[src/sps_pkg.sv]
// Shared constants and types for the segmented prime sieve.
// No dependencies; every other file imports this package.
package sps_pkg;

  localparam int unsigned WindowSize = 4096;
  localparam int unsigned AddrW      = $clog2(WindowSize);
  localparam int unsigned ValW       = 32;
  localparam int unsigned CurW       = ValW + 1;   // cursor/multiple may pass the top
  localparam int unsigned DivW       = 17;         // divisor never exceeds 2**16
  localparam int unsigned DivCntW    = $clog2(ValW);

  localparam logic ActStart = 1'b0;
  localparam logic ActNext  = 1'b1;

  typedef enum logic [1:0] {
    StPrime    = 2'd0,
    StNoMore   = 2'd1,
    StSieved   = 2'd2,
    StRejected = 2'd3
  } status_e;

endpackage

[src/sps_rem_unit.sv]
// Bit-serial restoring remainder unit: one quotient bit per cycle.
// Depends on sps_pkg.
module sps_rem_unit import sps_pkg::*; (
  input  logic            clk_i,
  input  logic            rst_ni,
  input  logic            start_i,
  input  logic [ValW-1:0] dividend_i,
  input  logic [DivW-1:0] divisor_i,
  output logic            done_o,
  output logic [DivW-1:0] rem_o
);

  logic               busy_q;
  logic               done_q;
  logic [DivCntW-1:0] cnt_q;
  logic [ValW-1:0]    quo_q;
  logic [DivW-1:0]    div_q;
  logic [DivW-1:0]    rem_q;
  logic [DivW:0]      trial;
  logic [DivW:0]      diff;

  assign trial = {rem_q, quo_q[ValW-1]};
  assign diff  = trial - {1'b0, div_q};

  always_ff @(posedge clk_i or negedge rst_ni) begin
    if (!rst_ni) begin
      busy_q <= 1'b0;
      done_q <= 1'b0;
      cnt_q  <= '0;
    end else begin
      done_q <= 1'b0;
      if (start_i) begin
        busy_q <= 1'b1;
        cnt_q  <= '0;
      end else if (busy_q) begin
        cnt_q <= cnt_q + 1'b1;
        if (cnt_q == DivCntW'(ValW - 1)) begin
          busy_q <= 1'b0;
          done_q <= 1'b1;
        end
      end
    end
  end

  always_ff @(posedge clk_i) begin
    if (start_i) begin
      quo_q <= dividend_i;
      div_q <= divisor_i;
      rem_q <= '0;
    end else if (busy_q) begin
      quo_q <= {quo_q[ValW-2:0], 1'b0};
      // remainder stays below the divisor, so the low bits hold it
      if (trial >= {1'b0, div_q}) rem_q <= diff[DivW-1:0];
      else                        rem_q <= trial[DivW-1:0];
    end
  end

  assign done_o = done_q;
  assign rem_o  = rem_q;

endmodule

[config.mk]
export PLATFORM = sky130hd
export DESIGN_NAME = sps_rem_unit
export DESIGN_NICKNAME = d
export VERILOG_FILES = /design/src/sps_pkg.sv /design/src/sps_rem_unit.sv
export SDC_FILE = /design/constraint.sdc
export NUM_CORES = 1
export LEC_CHECK = 0
export ABC_CLOCK_PERIOD_IN_PS = 2500
export BUFFER_PORTS_ARGS = -buffer_cell sky130_fd_sc_hd__buf_2
export CAP_MARGIN = 25
export CORE_UTILIZATION = 40
export DETAILED_ROUTE_END_ITERATION = 10
export PLACE_DENSITY = 0.6
export SYNTH_ARGS = -nofsm -noshare
export SYNTH_HDL_FRONTEND = slang
export SYNTH_SLANG_ARGS = --single-unit
[constraint.sdc]
create_clock -name clk_i -period 2.5 [get_ports clk_i]
set_input_delay 0.5 -clock clk_i [delete_from_list [all_inputs] [get_ports clk_i]]
set_output_delay 0.5 -clock clk_i [all_outputs]
set_load 0.01 [all_outputs]
# After elaboration in Yosys (flattened, before gate mapping)
# Cells that the tools add are included.
[op_classes]
n_shift = 0
n_eq_ne = 1
magnitude_cmp = 1
n_mux = 11
n_bitwise = 0
multipliers = 0
n_addsub = 2
n_reduce_logical = 1
div_mod_pow = 0
[ops]
columns = ["operator", "count"]
rows = [
  ["32-bit 2-to-1 mux", 2],
  ["18-bit by 17-bit >= comparator with 1-bit output", 1],
  ["17-bit 2-to-1 mux", 1],
  ["17-bit subtractor", 1],
  ["5-bit 2-to-1 mux", 2],
  ["1-bit 2-to-1 mux", 6],
  ["5-bit by 1-bit adder with 5-bit output (second input constant)", 1],
  ["5-bit equality test (second input constant)", 1],
  ["2-bit nonzero test", 1],
]
[totals]
latch_bits = 0
ff_bits = 73
ram_bits = 0
mem_count = 0
rom_bits = 0
in_bits = 52
out_inout_bits = 18

# Depth between registers and ports, before layout
[logic_depth]
ltp_word = 4
ltp_mapped = 11
ltp_nobuf = 10

# Least setup slack after synthesis
# Ideal clock, no wire load.
[synth_timing]
kind = "reg-to-reg"
start = "register quo_q[31]"
end = "register rem_q[0] (netlist: rem_o[0])"
slack_ns = -0.227
t_required_ns = 2.421
synth_period_minus_slack_ns = 2.727
stages_incl_launch_ff = 12
setup_ns = 0.079
n_path_buf = 1
arrival_time_ns = 2.648
cell_sequence = "edfxtp_1 inv_1 ha_1 inv_1 fa_1 a21o_1 a221oi_1 a211o_1 and3_1 buf_6 mux2_4 a211oi_2"
[synth_via]
elab_chain_cells = 2
elab_cells_between_ends = 3
cone_classes = "1 x add/sub; 1 x order compare; 1 x mux"
[synth_rtl]
columns = ["element", "line_no", "rtl"]
rows = [
  ["start, declared", "sps_rem_unit.sv:16", "logic [ValW-1:0] quo_q;"],
  ["start signal, assigned", "sps_rem_unit.sv:47", "quo_q <= dividend_i;"],
  ["start signal, assigned", "sps_rem_unit.sv:51", "quo_q <= {quo_q[ValW-2:0], 1'b0};"],
  ["17-bit subtractor or 18-bit by 17-bit >= comparator with 1-bit output (tied branches)", "sps_rem_unit.sv:23, sps_rem_unit.sv:53", ""],
  ["17-bit 2-to-1 mux *", "sps_rem_unit.sv:53", "if (trial >= {1'b0, div_q}) rem_q <= diff[DivW-1:0];"],
  ["end signal, assigned", "sps_rem_unit.sv:53", ""],
  ["end signal, assigned", "sps_rem_unit.sv:54", "else rem_q <= trial[DivW-1:0];"],
  ["end, declared", "sps_rem_unit.sv:18", "logic [DivW-1:0] rem_q;"],
]
# Every way passes the cells marked *; elsewhere a longest branch is shown, timed or not.
# A chain may end at the register's enable or synchronous reset.

# Worst setup path after layout
# Same ends and word-level chain as after synthesis.

==> flow_metrics.env <==
export IMPL_min_to="div_q[7]"
export IMPL_use_met3_pct=4.64
export IMPL_crit_type="reg2reg"
export IMPL_yosysSeqAreaShare_pct=52.2
export IMPL_worst_pin_slew_ns=0.430
export IMPL_placed_area_um2=4440
export IMPL_synth_avg_cell_area_um2=11.8
export IMPL_fmax_mhz=403
export IMPL_hold_violations=0
export IMPL_grt_max_degree=36
export IMPL_min_path_type="in2reg"
export IMPL_ios=70
export IMPL_synth_largest_area_cell="edfxtp_1"
export IMPL_reg2reg_depth=10
export IMPL_first_iter_violations=86
export IMPL_nFillCells=884
export IMPL_core_area_um2=9240
export IMPL_grt_overflow_total=0
export IMPL_setup_viol=0
export IMPL_viasPerCell=5.02
export IMPL_power_density_nw_per_um2=941
export IMPL_p_int_mw=2.84
export IMPL_ys_types=51
export IMPL_timing_rr_start="quo_q[31]"
export IMPL_crit_start="quo_q[31]"
export IMPL_synth_area_top_cells="edfxtp_1, mux2_2, dfxtp_1"
export IMPL_dpl_hpwl_um=5700
export IMPL_synth_area_um2=3800
export IMPL_grt_setup_unrepaired="yes"
export IMPL_wl_per_cell_um=14.3
export IMPL_cap_violations=0
export IMPL_layout_nets=488
export IMPL_grt_pass1_vias=2776
export IMPL_pwr_share_seq_pct=36.8
export IMPL_cts_tree="yes"
export IMPL_gp_congestion=0.844
export IMPL_met1_usage_pct=22.6
export IMPL_end_kind="flip-flop"
export IMPL_cts_root_buf="clkbuf_8"
export IMPL_p_switching_mw=1.58
export IMPL_dieArea_um2=9910
export IMPL_clk_pin_slew_ns=0.08
export IMPL_cp_common_cell="inv_2"
export IMPL_track_usage_pct=17.0
export IMPL_pwr_share_clk_pct=18.5
export IMPL_critical_path_cell_chain="inv_2 -> ha_4 -> inv_2 -> fa_2 -> a21o_1 -> a221oi_4 -> a211o_1 -> and3_4 -> mux2_4 -> a211oi_2"
export IMPL_hold_depth=1
export IMPL_numClockSinks=73
export IMPL_synth_seq_cells=73
export IMPL_fin_cells=550
export IMPL_layout_area_seq_um2=1990
export IMPL_synth_edf_count=49
export IMPL_clk_latency_ns=0.35
export IMPL_ys_warn_count=0
export IMPL_placed_cells=529
export IMPL_area_delta_synth_final_pct=23.4
export IMPL_drc=0
export IMPL_final_area_um2=4690
export IMPL_initial_core_util_pct=41.2
export IMPL_crit_path_start_kind="flip-flop"
export IMPL_layout_drive_gt1_share_pct=37.3
export IMPL_synthCells=323
export IMPL_rrSetupSlack_ns=0.02
export IMPL_power_frac_comb_pct=44.7
export IMPL_clk_path_buf_depth=2
export IMPL_port_buffers=69
export IMPL_fin_worst_skew_ns=0.0110
export IMPL_num_vias=2759
export IMPL_hp_start="divisor_i[7]"
export IMPL_yosysMostFrequentCell="edfxtp_1"
export IMPL_dieWidth_um=99.5
export IMPL_crit_fanout=3
export IMPL_synth_commonest_cells="edfxtp_1, mux2_2, nor2_1"
export IMPL_cts_buffers=9
export IMPL_ant_nets=0
export IMPL_period_needed_ns=2.48
export IMPL_antenna_found_initial=0
export IMPL_dieHeight_um=99.5
export IMPL_multi_input_area_um2=1740
export IMPL_fin_crit_sh_pct=99.3
export IMPL_grt_util_met2_pct=26.5
export IMPL_cp_arrival_ns=2.74
export IMPL_top_usage_layer="met2"
export IMPL_required_ns=2.76
export IMPL_first_pass_iters=4
export IMPL_slowest_stage="edfxtp_1"
export IMPL_grt_pass1_wl_um=13200
export IMPL_htree_levels=3
export IMPL_synth_async_reset_ratio_pct=9.59
export IMPL_slowest_delay_ns=0.38
export IMPL_yosys_area_top_type_share_pct=38.7
export IMPL_num_antenna_cells=0
export IMPL_p_sw_share_pct=35.8
export IMPL_ir_worst_vdd_v=0.000384
export IMPL_relSlewSlack_pct=71.4
export IMPL_timing_rr_end="rem_o[0]"
export IMPL_drv_slew=0
export IMPL_crit_buf_inv=2
export IMPL_rows=35
export IMPL_outcome="complete, no violations"
export IMPL_synth_fp_nets=395
export IMPL_drt_wl_total_um=7860
export IMPL_crit_family="compound AO/OA/AOI/OAI gates"
export IMPL_synth_flop_cell="edfxtp_1"
export IMPL_power_leakage_nw=2.06
power groups by stage:
stage	Clock, mW	Sequential (mW)	Combinational (mW)
2_1_floorplan	0	1.68	1.20
3_3_place_gp	0	1.65	1.85
3_5_place_dp	0	1.65	1.87
4_1_cts	0.851	1.63	1.90
5_1_grt	0.904	1.66	2.17
6_report	0.819	1.63	1.97
per-stage QoR:
| step | total power [mW] | setup TNS [ns] | utilization [%] | hold slack [ns] | worst slack, ns |
|---|---|---|---|---|---|
| floorplan | 2.88 | 0 | - | 0.204 | 0.0466 |
| global placement | 3.50 | 0 | 48.1 | 0.335 | 0.0944 |
| detailed placement | 3.53 | 0 | 48.1 | 0.339 | 0.0218 |
| CTS | 4.38 | 0 | 50.1 | 0.309 | 0.0165 |
| global route | 4.73 | -0.223 | 50.8 | 0.304 | -0.0721 |
| finish | 4.42 | 0 | 50.8 | 0.325 | 0.0183 |
layout by cell type (no fill, tap or decap), drive strengths merged, types with 2 or more instances in the layout:
master / synthesis / layout
o21a: 3 / 3
o211ai: 2 / 2
dfxtp: 17 / 17
nor2: 22 / 22
a21oi: 14 / 14
xor2: 11 / 11
mux2: 32 / 32
clkbuf: 11 / 10
a311oi: 2 / 2
a21boi: 2 / 2
nand2: 19 / 19
dfrtp: 7 / 7
a21o: 4 / 4
and3: 8 / 8
mux2i: 10 / 10
edfxtp: 49 / 49
a211o: 2 / 2
a31oi: 3 / 3
nand4: 6 / 6
buf: 2 / 94
ha: 19 / 19
and2: 2 / 2
clkinv: 0 / 3
inv: 21 / 23
nor3: 2 / 2
o221ai: 3 / 3
o21ai: 13 / 13
nor2b: 3 / 3
nand3: 3 / 3
or2: 2 / 2
xnor2: 4 / 4
a211oi: 10 / 10
o2111ai: 2 / 2
worst max path at each step:
stage,to,slack [ns],depth (start not counted)
2_1_floorplan,rem_o[0],0.05,11
3_3_place_gp,rem_o[0],0.09,10
3_5_place_dp,rem_o[0],0.02,10
4_1_cts,rem_o[0],0.02,10
5_1_grt,rem_o[0],-0.07,10
6_report,rem_o[0],0.02,10
logic make-up after synthesis:
group	share of synthesized area (%)
xor gates and xnor gates	3.45
muxes	12.2
adders and majority gates	6.77
AOI/OAI and AO/OA	12.1
buffers and inverters	3.65
and+or+nand+nor	9.60
DFF	52.2
flip-flops by register name (all words and copies together) (netlist names):
name	flops
busy_q	1
done_o	1
div_q	17
cnt_q	5
rem_o	17
quo_q	32
layer usage:
layer / wire [µm] / up-vias
met5: 0 / -
met4: 124 / 0
met3: 396 / 14
met2: 3590 / 71
met1: 3740 / 1291
li1: - / 1383
area by class of cell:
cell class              count  area share [%]
flip-flops and latches     73            42.3
multi-input cells         216            37.0
repair buffers             95            11.9
well taps                 129            3.44
clock buffers              10            2.72
inverters                  21            1.68
clock inverters             6           0.906
what timing repair did:
action	CTS	global route
pin swaps	1	13
setup buffers	0	4
endpoints found under the hold margin	7	0
hold buffers	1	0
gates resized for setup	1	11
endpoints found under the setup margin	1	17
Note: power is estimated with default switching activity, not from simulation.
